File: config.mk
export PLATFORM = sky130hd
export DESIGN_NAME = sha1_stream_hasher_core
export DESIGN_NICKNAME = d
export VERILOG_FILES = /design/src/hw/rtl/sha1_pkg.sv /design/src/hw/rtl/sha1_ctrl.sv /design/src/hw/rtl/sha1_dpath.sv /design/src/hw/rtl/sha1_stream_hasher_core.sv
export SDC_FILE = /design/constraint.sdc
export NUM_CORES = 2
export LEC_CHECK = 0
export ABC_CLOCK_PERIOD_IN_PS = 13300
export BUFFER_PORTS_ARGS = -buffer_cell sky130_fd_sc_hd__buf_4
export CAP_MARGIN = 20
export CORE_ASPECT_RATIO = 1.4
export CORE_MARGIN = 2
export CORE_UTILIZATION = 63
export CTS_CLUSTER_DIAMETER = 40
export DETAILED_ROUTE_END_ITERATION = 10
export PLACE_DENSITY = 0.91
export SLEW_MARGIN = 25
export SYNTH_ARGS = -nofsm -noshare
export SYNTH_HDL_FRONTEND = slang
export SYNTH_HIERARCHICAL = 1
export SYNTH_SLANG_ARGS = --single-unit
File: constraint.sdc
create_clock -name clk -period 13.3 [get_ports clk]
set_input_delay 2.66 -clock clk [delete_from_list [all_inputs] [get_ports clk]]
set_output_delay 2.66 -clock clk [all_outputs]
set_load 0.01 [all_outputs]
File: src/hw/rtl/sha1_pkg.sv
// ----------------------------------------------------------------------------
// sha1_pkg
// Types and constants shared by the SHA-1 stream hasher controller, datapath
// and top level.
// ----------------------------------------------------------------------------
package sha1_pkg;

  typedef enum logic [2:0] {
    ST_IDLE,
    ST_LOAD,
    ST_PAD,
    ST_LEN,
    ST_ROUND,
    ST_FINISH,
    ST_EMIT
  } state_t;

  // what follows the compression that is under way
  typedef enum logic [1:0] {
    TAIL_MSG,
    TAIL_PAD,
    TAIL_FINAL
  } tail_t;

  typedef struct packed {
    logic capture;
    logic load_chunk;
    logic pad;
    logic len_block;
    logic start;
    logic round;
    logic finish;
    logic emit;
  } cmd_t;

  typedef struct packed {
    logic chunk_full;
    logic rem_zero;
    logic eom;
    logic pad_fits;
    logic round_last;
    logic out_free;
  } status_t;

  localparam logic [31:0] IV0 = 32'h6745_2301;
  localparam logic [31:0] IV1 = 32'hefcd_ab89;
  localparam logic [31:0] IV2 = 32'h98ba_dcfe;
  localparam logic [31:0] IV3 = 32'h1032_5476;
  localparam logic [31:0] IV4 = 32'hc3d2_e1f0;

  localparam logic [31:0] K0 = 32'h5a82_7999;
  localparam logic [31:0] K1 = 32'h6ed9_eba1;
  localparam logic [31:0] K2 = 32'h8f1b_bcdc;
  localparam logic [31:0] K3 = 32'hca62_c1d6;

  localparam logic [7:0] PAD_BYTE   = 8'h80;
  localparam logic [5:0] LEN_OFFSET = 6'd56;
  localparam logic [6:0] LAST_ROUND = 7'd79;
  localparam logic [2:0] MAX_BYTES  = 3'd4;

endpackage

File: src/hw/rtl/sha1_ctrl.sv
// ----------------------------------------------------------------------------
// sha1_ctrl
// Sequencer: byte loading, padding, length block, 80 rounds, digest hand-off.
// ----------------------------------------------------------------------------
module sha1_ctrl (
  input  logic              clk,
  input  logic              rst,
  input  logic              in_valid,
  input  sha1_pkg::status_t sts,
  output sha1_pkg::cmd_t    cmd,
  output logic              in_stall
);

  sha1_pkg::state_t state, state_next;
  sha1_pkg::tail_t  tail, tail_next;

  always_ff @(posedge clk) begin
    if (rst) begin
      state <= sha1_pkg::ST_IDLE;
      tail  <= sha1_pkg::TAIL_MSG;
    end else begin
      state <= state_next;
      tail  <= tail_next;
    end
  end

  always_comb begin
    state_next = state;
    tail_next  = tail;
    unique case (state)
      sha1_pkg::ST_IDLE: begin
        if (in_valid) state_next = sha1_pkg::ST_LOAD;
      end
      sha1_pkg::ST_LOAD: begin
        if (sts.chunk_full) begin
          state_next = sha1_pkg::ST_ROUND;
          tail_next  = sha1_pkg::TAIL_MSG;
        end else if (sts.eom) begin
          state_next = sha1_pkg::ST_PAD;
        end else begin
          state_next = sha1_pkg::ST_IDLE;
        end
      end
      sha1_pkg::ST_PAD: begin
        state_next = sha1_pkg::ST_ROUND;
        tail_next  = sts.pad_fits ? sha1_pkg::TAIL_FINAL : sha1_pkg::TAIL_PAD;
      end
      sha1_pkg::ST_LEN: begin
        state_next = sha1_pkg::ST_ROUND;
        tail_next  = sha1_pkg::TAIL_FINAL;
      end
      sha1_pkg::ST_ROUND: begin
        if (sts.round_last) state_next = sha1_pkg::ST_FINISH;
      end
      sha1_pkg::ST_FINISH: begin
        unique case (tail)
          sha1_pkg::TAIL_MSG: begin
            if (!sts.rem_zero)  state_next = sha1_pkg::ST_LOAD;
            else if (sts.eom)   state_next = sha1_pkg::ST_PAD;
            else                state_next = sha1_pkg::ST_IDLE;
          end
          sha1_pkg::TAIL_PAD:   state_next = sha1_pkg::ST_LEN;
          sha1_pkg::TAIL_FINAL: state_next = sha1_pkg::ST_EMIT;
          default:              state_next = sha1_pkg::ST_IDLE;
        endcase
      end
      sha1_pkg::ST_EMIT: begin
        if (sts.out_free) state_next = sha1_pkg::ST_IDLE;
      end
      default: state_next = sha1_pkg::ST_IDLE;
    endcase
  end

  always_comb begin
    cmd      = '0;
    in_stall = 1'b1;
    unique case (state)
      sha1_pkg::ST_IDLE: begin
        in_stall    = 1'b0;
        cmd.capture = in_valid;
      end
      sha1_pkg::ST_LOAD: begin
        cmd.load_chunk = 1'b1;
        cmd.start      = sts.chunk_full;
      end
      sha1_pkg::ST_PAD: begin
        cmd.pad   = 1'b1;
        cmd.start = 1'b1;
      end
      sha1_pkg::ST_LEN: begin
        cmd.len_block = 1'b1;
        cmd.start     = 1'b1;
      end
      sha1_pkg::ST_ROUND:  cmd.round  = 1'b1;
      sha1_pkg::ST_FINISH: cmd.finish = 1'b1;
      sha1_pkg::ST_EMIT:   cmd.emit   = sts.out_free;
      default: cmd = '0;
    endcase
  end

endmodule

File: src/hw/rtl/sha1_dpath.sv
// ----------------------------------------------------------------------------
// sha1_dpath
// Block buffer / message schedule, round registers, chaining value, bit
// length and the digest output register.
// ----------------------------------------------------------------------------
module sha1_dpath (
  input  logic              clk,
  input  logic              rst,
  input  sha1_pkg::cmd_t    cmd,
  output sha1_pkg::status_t sts,
  input  logic [31:0]       msg_word,
  input  logic [2:0]        byte_count,
  input  logic              end_of_message,
  output logic              out_valid,
  input  logic              out_stall,
  output logic [31:0]       digest_h0,
  output logic [31:0]       digest_h1,
  output logic [31:0]       digest_h2,
  output logic [31:0]       digest_h3,
  output logic [31:0]       digest_h4
);

  // w[0] is the word of the current round; bytes sit big-endian in words
  logic [31:0] w [16];
  logic [31:0] w_next [16];
  logic [31:0] chain [5];
  logic [31:0] a, b, c, d, e;
  logic [6:0]  rcnt;
  logic [31:0] held;
  logic [2:0]  rem;
  logic        eom;
  logic [5:0]  fill;
  logic [63:0] bits;

  logic [6:0]  room;
  logic        chunk_full;
  logic [2:0]  n;
  logic [5:0]  off;
  logic [31:0] f, k, t, sched;

  assign room       = 7'd64 - {1'b0, fill};
  assign chunk_full = ({4'd0, rem} >= room);
  assign n          = chunk_full ? room[2:0] : rem;

  assign sts.chunk_full = chunk_full;
  assign sts.rem_zero   = (rem == 3'd0);
  assign sts.eom        = eom;
  assign sts.pad_fits   = (fill < sha1_pkg::LEN_OFFSET);
  assign sts.round_last = (rcnt == sha1_pkg::LAST_ROUND);
  assign sts.out_free   = !out_valid || !out_stall;

  // round function
  always_comb begin
    if (rcnt < 7'd20) begin
      f = (b & c) | (~b & d);
      k = sha1_pkg::K0;
    end else if (rcnt < 7'd40) begin
      f = b ^ c ^ d;
      k = sha1_pkg::K1;
    end else if (rcnt < 7'd60) begin
      f = (b & c) | (b & d) | (c & d);
      k = sha1_pkg::K2;
    end else begin
      f = b ^ c ^ d;
      k = sha1_pkg::K3;
    end
    t     = {a[26:0], a[31:27]} + f + e + w[0] + k;
    sched = w[13] ^ w[8] ^ w[2] ^ w[0];
  end

  // block buffer: byte lanes, padding, length words and schedule shift
  always_comb begin
    off = '0;
    for (int i = 0; i < 16; i++) w_next[i] = w[i];
    priority if (cmd.load_chunk) begin
      for (int s = 0; s < 64; s++) begin
        off = 6'(s) - fill;
        if (off < {3'd0, n})
          w_next[s / 4][8 * (3 - (s % 4)) +: 8] = held[8 * (3 - off[1:0]) +: 8];
      end
    end else if (cmd.pad) begin
      for (int s = 0; s < 64; s++) begin
        if (6'(s) == fill)
          w_next[s / 4][8 * (3 - (s % 4)) +: 8] = sha1_pkg::PAD_BYTE;
        else if (6'(s) > fill)
          w_next[s / 4][8 * (3 - (s % 4)) +: 8] = 8'd0;
      end
      if (sts.pad_fits) begin
        w_next[14] = bits[63:32];
        w_next[15] = bits[31:0];
      end
    end else if (cmd.len_block) begin
      for (int i = 0; i < 14; i++) w_next[i] = 32'd0;
      w_next[14] = bits[63:32];
      w_next[15] = bits[31:0];
    end else if (cmd.round) begin
      for (int i = 0; i < 15; i++) w_next[i] = w[i + 1];
      w_next[15] = {sched[30:0], sched[31]};
    end else begin
      for (int i = 0; i < 16; i++) w_next[i] = w[i];
    end
  end

  always_ff @(posedge clk) begin
    for (int i = 0; i < 16; i++) w[i] <= w_next[i];
  end

  // control-side registers
  always_ff @(posedge clk) begin
    if (rst) begin
      chain[0]  <= sha1_pkg::IV0;
      chain[1]  <= sha1_pkg::IV1;
      chain[2]  <= sha1_pkg::IV2;
      chain[3]  <= sha1_pkg::IV3;
      chain[4]  <= sha1_pkg::IV4;
      fill      <= '0;
      bits      <= '0;
      rem       <= '0;
      eom       <= 1'b0;
      rcnt      <= '0;
      out_valid <= 1'b0;
    end else begin
      if (cmd.capture) begin
        rem <= (byte_count > sha1_pkg::MAX_BYTES) ? sha1_pkg::MAX_BYTES : byte_count;
        eom <= end_of_message;
      end
      if (cmd.load_chunk) begin
        rem  <= rem - n;
        fill <= fill + {3'd0, n};
        bits <= bits + {58'd0, n, 3'd0};
      end
      if (cmd.pad) fill <= '0;
      if (cmd.start) rcnt <= '0;
      else if (cmd.round) rcnt <= rcnt + 7'd1;
      if (cmd.finish) begin
        chain[0] <= chain[0] + a;
        chain[1] <= chain[1] + b;
        chain[2] <= chain[2] + c;
        chain[3] <= chain[3] + d;
        chain[4] <= chain[4] + e;
      end
      if (cmd.emit) begin
        chain[0] <= sha1_pkg::IV0;
        chain[1] <= sha1_pkg::IV1;
        chain[2] <= sha1_pkg::IV2;
        chain[3] <= sha1_pkg::IV3;
        chain[4] <= sha1_pkg::IV4;
        fill     <= '0;
        bits     <= '0;
        eom      <= 1'b0;
      end
      if (cmd.emit) out_valid <= 1'b1;
      else if (!out_stall) out_valid <= 1'b0;
    end
  end

  // payload registers
  always_ff @(posedge clk) begin
    if (cmd.capture) held <= msg_word;
    else if (cmd.load_chunk) held <= held << {n, 3'd0};
    if (cmd.start) begin
      a <= chain[0];
      b <= chain[1];
      c <= chain[2];
      d <= chain[3];
      e <= chain[4];
    end else if (cmd.round) begin
      e <= d;
      d <= c;
      c <= {b[1:0], b[31:2]};
      b <= a;
      a <= t;
    end
    if (cmd.emit) begin
      digest_h0 <= chain[0];
      digest_h1 <= chain[1];
      digest_h2 <= chain[2];
      digest_h3 <= chain[3];
      digest_h4 <= chain[4];
    end
  end

endmodule

File: src/hw/rtl/sha1_stream_hasher_core.sv
// ----------------------------------------------------------------------------
// sha1_stream_hasher_core
// Sequence: an item that does not complete a block is accepted, then loaded.
// Completing a 64-byte block adds the 80 rounds and the chain update.
// End of message: pad step, rounds and chain update per final block (one or
// two), length-block setup before the second one, emit once output is free.
// Rounds run one per cycle; a new item is taken only when the block is idle.
// Reset: synchronous, active high; chaining value returns to the SHA-1 IV,
// fill and length clear, output register empties.
// ----------------------------------------------------------------------------
// Streaming SHA-1 hasher: bytes arrive big-endian in 32-bit words with a
// valid-byte count (values above four act as four). A 16-word buffer doubles
// as the rolling message schedule. The controller walks load, pad, length
// and round phases; the datapath holds all storage. The digest sits in an
// output register so the next message may start while it waits to be taken.
// ----------------------------------------------------------------------------
module sha1_stream_hasher_core (
  input  logic        clk,
  input  logic        rst,
  // input item channel
  input  logic        in_valid,
  output logic        in_stall,
  input  logic [31:0] msg_word,
  input  logic [2:0]  byte_count,
  input  logic        end_of_message,
  // digest item channel
  output logic        out_valid,
  input  logic        out_stall,
  output logic [31:0] digest_h0,
  output logic [31:0] digest_h1,
  output logic [31:0] digest_h2,
  output logic [31:0] digest_h3,
  output logic [31:0] digest_h4
);

  sha1_pkg::cmd_t    cmd;
  sha1_pkg::status_t sts;

  // sequencer: takes an item only when idle
  sha1_ctrl u_ctrl (
    .clk      (clk),
    .rst      (rst),
    .in_valid (in_valid),
    .sts      (sts),
    .cmd      (cmd),
    .in_stall (in_stall)
  );

  // storage and arithmetic
  sha1_dpath u_dpath (
    .clk            (clk),
    .rst            (rst),
    .cmd            (cmd),
    .sts            (sts),
    .msg_word       (msg_word),
    .byte_count     (byte_count),
    .end_of_message (end_of_message),
    .out_valid      (out_valid),
    .out_stall      (out_stall),
    .digest_h0      (digest_h0),
    .digest_h1      (digest_h1),
    .digest_h2      (digest_h2),
    .digest_h3      (digest_h3),
    .digest_h4      (digest_h4)
  );

endmodule

# Word level (Yosys, flattened, before mapping)

Memory sizes are Yosys's and may differ from the RTL's.
Index checks and enable logic that the tools add are counted.

Bits of input ports: 40
Memories: 2
Bits in registers: 439
RAM bits: 672

Bitwise operators: 23
Reduce and logical (&&, ||, !) cells: 16
$add $sub $neg: 142
Shift-type cells: 65
Equal/unequal tests: 77
Multiplexer cells: 259
Magnitude comparators: 134

Memories:

| name          | words | width | rd ports | clocked after Yosys merged registers in | write ports | line             | RTL |
|---|---|---|---|---|---|---|---|
| u_dpath.w     | 16    | 32    | 16       | 0                                       | 16          | sha1_dpath.sv:24 | `logic [31:0] w [16];` |
| u_dpath.chain | 5     | 32    | 5        | 0                                       | 5           | sha1_dpath.sv:26 | `logic [31:0] chain [5];` |

Operators by type and width:

| operator                                                      | number |
|---|---|
| variable part select 32 x 33 -> 8 bit                         | 64 |
| two-way mux 512 bit                                           | 4 |
| two-way mux 8 bit                                             | 192 |
| two-way mux 32 bit                                            | 27 |
| less-than comparator 6 x 3 -> 1 bit                           | 64 |
| adder 32 bit                                                  | 9 |
| equality test 6 bit (first input constant)                    | 32 |
| greater-than comparator 6 bit (first input constant)          | 32 |
| subtractor 2 x 2 -> 3 bit (first input constant)              | 64 |
| subtractor 6 bit (first input constant)                       | 32 |
| bitwise XOR 32 bit                                            | 5 |
| AND 32 bit                                                    | 4 |
| equality test 5 x 6 -> 1 bit (first input constant)           | 16 |
| greater-than comparator 5 x 6 -> 1 bit (first input constant) | 16 |
| bitwise OR 32 bit                                             | 3 |
| subtractor 5 x 6 -> 6 bit (first input constant)              | 16 |
| adder 64 x 6 -> 64 bit                                        | 1 |
| two-way mux 64 bit                                            | 1 |
| equality test 4 x 6 -> 1 bit (first input constant)           | 8 |
| greater-than comparator 4 x 6 -> 1 bit (first input constant) | 8 |
| subtractor 4 x 6 -> 6 bit (first input constant)              | 8 |
| inverter 32 bit                                               | 1 |
| << shifter 32 x 6 -> 32 bit                                   | 1 |
| two-way mux 31 bit                                            | 1 |
| other kinds (45)                                              | 107 |

# Logic depth before layout (Yosys ltp)

Word-level depth: 12
Mapped depth: 28
Mapped depth without buffers: 26

# By module

Netlist, hierarchy kept.

By module, submodules not included:

| module     | cells each | times used | area each (um^2) |
|---|---|---|---|
| sha1_dpath | 5162       | 1          | 59602.2 |
| sha1_ctrl  | 54         | 1          | 400.4 |

# Worst setup path after synthesis

Ideal clock, no wire load.

Kind: input-to-reg
From: input out_stall
To: memory u_dpath.chain[3][26] (netlist: u_dpath/chain[0][122])
Setup slack: 1.652 ns
Arrival time: 11.520 ns
Data required time: 13.171 ns
Library setup time: 0.129 ns
Cell stages on the path: 7
Cells stage by stage: nand2_1 -> nand2_1 -> nor2_1 -> nor2_1 -> nand2_1 -> clkbuf_1 -> o21ai_0

RTL lines:

| item        | line                          | RTL |
|---|---|---|
| from (decl) | sha1_stream_hasher_core.sv:28 | `input logic out_stall,` |
| to (decl)   | sha1_dpath.sv:26              |  |

# Final worst setup path

From: register u_dpath.rcnt[2]
To: register u_dpath.a[31] (data pin)

Longest elaborated chain between the ends: 10

RTL lines:

| item                                | line              | RTL |
|---|---|---|
| from (decl)                         | sha1_dpath.sv:28  | `logic [6:0] rcnt;` |
| from (signal assigned)              | sha1_dpath.sv:134 | `else if (cmd.round) rcnt <= rcnt + 7'd1;` |
| less-than comparator 7 x 6 -> 1 bit | sha1_dpath.sv:60  | `end else if (rcnt < 7'd60) begin` |
| two-way mux 32 bit                  | sha1_dpath.sv:60  |  |
| two-way mux 32 bit                  | sha1_dpath.sv:57  | `end else if (rcnt < 7'd40) begin` |
| two-way mux 32 bit                  | sha1_dpath.sv:54  | `if (rcnt < 7'd20) begin` |
| adder 32 bit (3 in a row)           | sha1_dpath.sv:67  | `t = {a[26:0], a[31:27]} + f + e + w[0] + k;` |
| adder 32 bit (*)                    | sha1_dpath.sv:67  |  |
| two-way mux 32 bit (*)              | sha1_dpath.sv:167 | `end else if (cmd.round) begin` |
| two-way mux 32 bit (*)              | sha1_dpath.sv:161 | `if (cmd.start) begin` |
| to (signal assigned)                | sha1_dpath.sv:162 | `a <= chain[0];` |
| to (signal assigned)                | sha1_dpath.sv:172 | `a <= t;` |
| to (decl)                           | sha1_dpath.sv:27  | `logic [31:0] a, b, c, d, e;` |

Every way passes the cells marked *; elsewhere a longest branch is shown, timed or not. The select of a mux whose other input is x is not followed.
A chain may end at the register's enable or synchronous reset.

==> impl_metrics.ini <==
[status]
status = finished clean

[synthesis]
netlist_instances = 5216
ys_ff_latch = 1108
syn_area_um2 = 60000
synth-edff-count = 864
ys_warn_count = 6
postSynth.asyncResetShare_pct = 0
synth_flop_cell = edfxtp_1
ys_types = 87
syn_avg_cell_area_um2 = 11.5
ys_seq_area_share_pct = 51.4
synth_nets = 5620

[place]
place_congestion = 1.01
dpl-instance-area_um2 = 62800
dp_hpwl_um = 122000
dp_cells = 6413
port-buffer-count = 201

[timing]
slew_headroom_pct = 17.6
setup_violations = 0
period_minus_slack_ns = 7.90
final.setup.tns_ns = 0
hold_viol = 0
rsz0062_at_grt = false
clock_skew_ns = 0.0222
tightest_slew_ns = 1.24
post-route-period-util_pct = 59.4
fmax_mhz = 127
drv_slew = 0

[route]
route.detailed.drc = 0
antenna_left = 0
routed_via_density = 6.76
vias = 44900
first_iter_violations = 6568
wl_per_cell_um = 26.7
drt_wl_total_um = 177000
drtPass1Iterations = 9

[setup_path]
startpoint_type = flip-flop
critPathCaptureType = flip-flop
critPathRequiredTime_ns = 13.79
arrival_ns = 8.40
crit_type = reg -> reg
cp_max_fo = 36

[die]
start_util_pct = 63.7
fp.dieW_um = 265
rows = 133
core_area_um2 = 94200
ioPinCount = 202
die_y_um = 369
die_area_um2 = 97800

[layout]
layout-drive-gt1-share_pct = 13.5
fin_nets = 5729
layout_commonest_cell = edfxtp_1
fillers = 6094
top_regs = u_dpath/w (512), u_dpath/chain (160), u_dpath/bits (61)
fin_area_um2 = 67000
largest_reg_flops = 512
regArea_um2 = 30800
top_register = u_dpath/w
final-instance-count-excl-fill = 6645
mostFrequentLayoutCells = 864 x edfxtp_1, 501 x a21o_1, 338 x nand2_1, 290 x inv_1, 281 x o21ai_0
multiInputGateArea_um2 = 27200
syn2layout_area_growth_pct = 11.6

[pwr]
power_density_nw_per_um2 = 144
p_leak_nw = 26.8
total_power_mw = 9.64
vdd_ir_drop_max_mv = 0.163

[clocking]
tritoncts = built
numClockSinks = 1108
clock_latency_ns = 0.73
cts-root-buf = clkbuf_16
clockBufferDepth = 3
post_cts_resized = 0
numCtsBuffers = 118
postCtsSetupRepairBufs = 0
cts_hold_buf = 0
cts.htree.levels = 3
path_clk_slew_ns = 0.07

[global_routing]
grt-ovfl-total = 0
grt_pass1_wl_um = 264000
antenna_found_initial = 5
grt_start_max_net_pins = 273
track_usage_pct = 35.6
grt_pass1_vias = 44500

[run]
max-cap-violations = 0

[hold_path]
hp-class = reg -> reg
## cells by family after synthesis
| family | synth area share (%) |
|---|---|
| xor gates and xnor gates | 5.31 |
| DFF | 51.4 |
| adders and majority gates | 9.20 |
| buffers and inverters | 3.77 |
| muxes | 4.50 |
| AOI/OAI and AO/OA | 17.7 |
| and+or+nand+nor | 8.15 |
## report_power, final
part,leakage [nW],total (mW),internal [mW],switching (mW)
registers,9.84,4.32,4.16,0.163
logic,15.0,1.91,0.765,1.15
clock network,1.97,3.40,1.92,1.49
total,26.8,9.64,6.84,2.79
## cell type report
cell class	instances	area share, %
tap	1215	2.27
clock buffer	153	4.79
sequential	1108	46.0
antenna	2	0.00747
clock inverter	70	1.22
inverter	296	1.66
multi-input combinational	3513	40.7
timing repair buffer	288	3.34
## worst paths after layout
kind / startpoint / to / slack (ns) / cells after the start
min: u_dpath/chain[0][31] / u_dpath/digest_h0[31] / 0.48 / 0
max: u_dpath/rcnt[2] / u_dpath/a[31] / 5.40 / 27
min reg2reg: u_dpath/chain[0][31] / u_dpath/digest_h0[31] / 0.48 / 0
max reg2reg: u_dpath/rcnt[2] / u_dpath/a[31] / 5.40 / 27
## worst max-delay path, stage by stage (launching register included)
cell	delay, ns
dfxtp_1	0.38
o21a_1	0.25
nor3_4	0.13
buf_4	0.44
nand2b_1	0.21
inv_1	0.24
nor2_1	0.17
buf_4	0.34
clkinv_1	0.20
buf_4	0.24
a222oi_1	0.34
fa_1	0.50
fa_1	0.54
fa_1	0.42
inv_1	0.08
ha_1	0.18
inv_1	0.06
fa_1	0.41
nor2b_1	0.15
o21a_1	0.15
o21ai_0	0.16
a211oi_1	0.56
nor3_1	0.21
nor2_1	0.36
a31oi_1	0.21
o21ai_0	0.38
o2111ai_1	0.16
o311ai_0	0.16
## Yosys cell counts, types with 14 or more instances
master / number / share of area [%]
clkbuf_1: 248 / 1.6
xor2_1: 138 / 2.0
o21a_1: 32 / 0.40
nand2b_1: 49 / 0.51
mux2i_1: 74 / 1.2
xnor2_1: 226 / 3.3
and2_1: 66 / 0.69
a21oi_1: 269 / 2.2
nand2_1: 338 / 2.1
buf_1: 39 / 0.24
fa_1: 129 / 4.3
o31ai_1: 15 / 0.19
nand4_1: 29 / 0.30
a21o_1: 501 / 6.3
a221oi_1: 26 / 0.38
or3_1: 32 / 0.33
o211ai_1: 15 / 0.19
a221o_1: 122 / 2.0
nand3_1: 63 / 0.53
mux4_2: 24 / 0.90
mux2_2: 126 / 2.4
o21bai_1: 24 / 0.30
nor2_1: 279 / 1.7
o21ai_0: 281 / 2.3
a211oi_1: 47 / 0.59
dfxtp_1: 244 / 8.1
a222oi_1: 17 / 0.28
and3_1: 42 / 0.44
edfxtp_1: 864 / 43
a31oi_1: 36 / 0.38
nor2b_1: 34 / 0.35
ha_1: 235 / 4.9
o221a_2: 14 / 0.26
nor3_1: 45 / 0.38
inv_1: 291 / 1.8
## per-layer routing
layer / share of wire [%] / track usage [%] / vias up
met4: 8.8 / 26.7 / 6
met2: 48 / 60.1 / 3077
met3: 9.5 / 5.65 / 798
li1: - / - / 19400
met5: 0.020 / 0 / -
met1: 34 / 41.1 / 21600
## metrics by stage
| stage | hold slack [ns] | util [%] | setup slack (ns) |
|---|---|---|---|
| after floorplan | 0.443 | - | 1.65 |
| after global placement | 0.467 | 66.6 | 5.79 |
| after detailed placement | 0.472 | 66.7 | 5.65 |
| after CTS | 0.487 | 71.0 | 5.57 |
| after global routing | 0.509 | 71.1 | 5.05 |
| final | 0.477 | 71.1 | 5.40 |
Power figures use the tool's default switching activity.
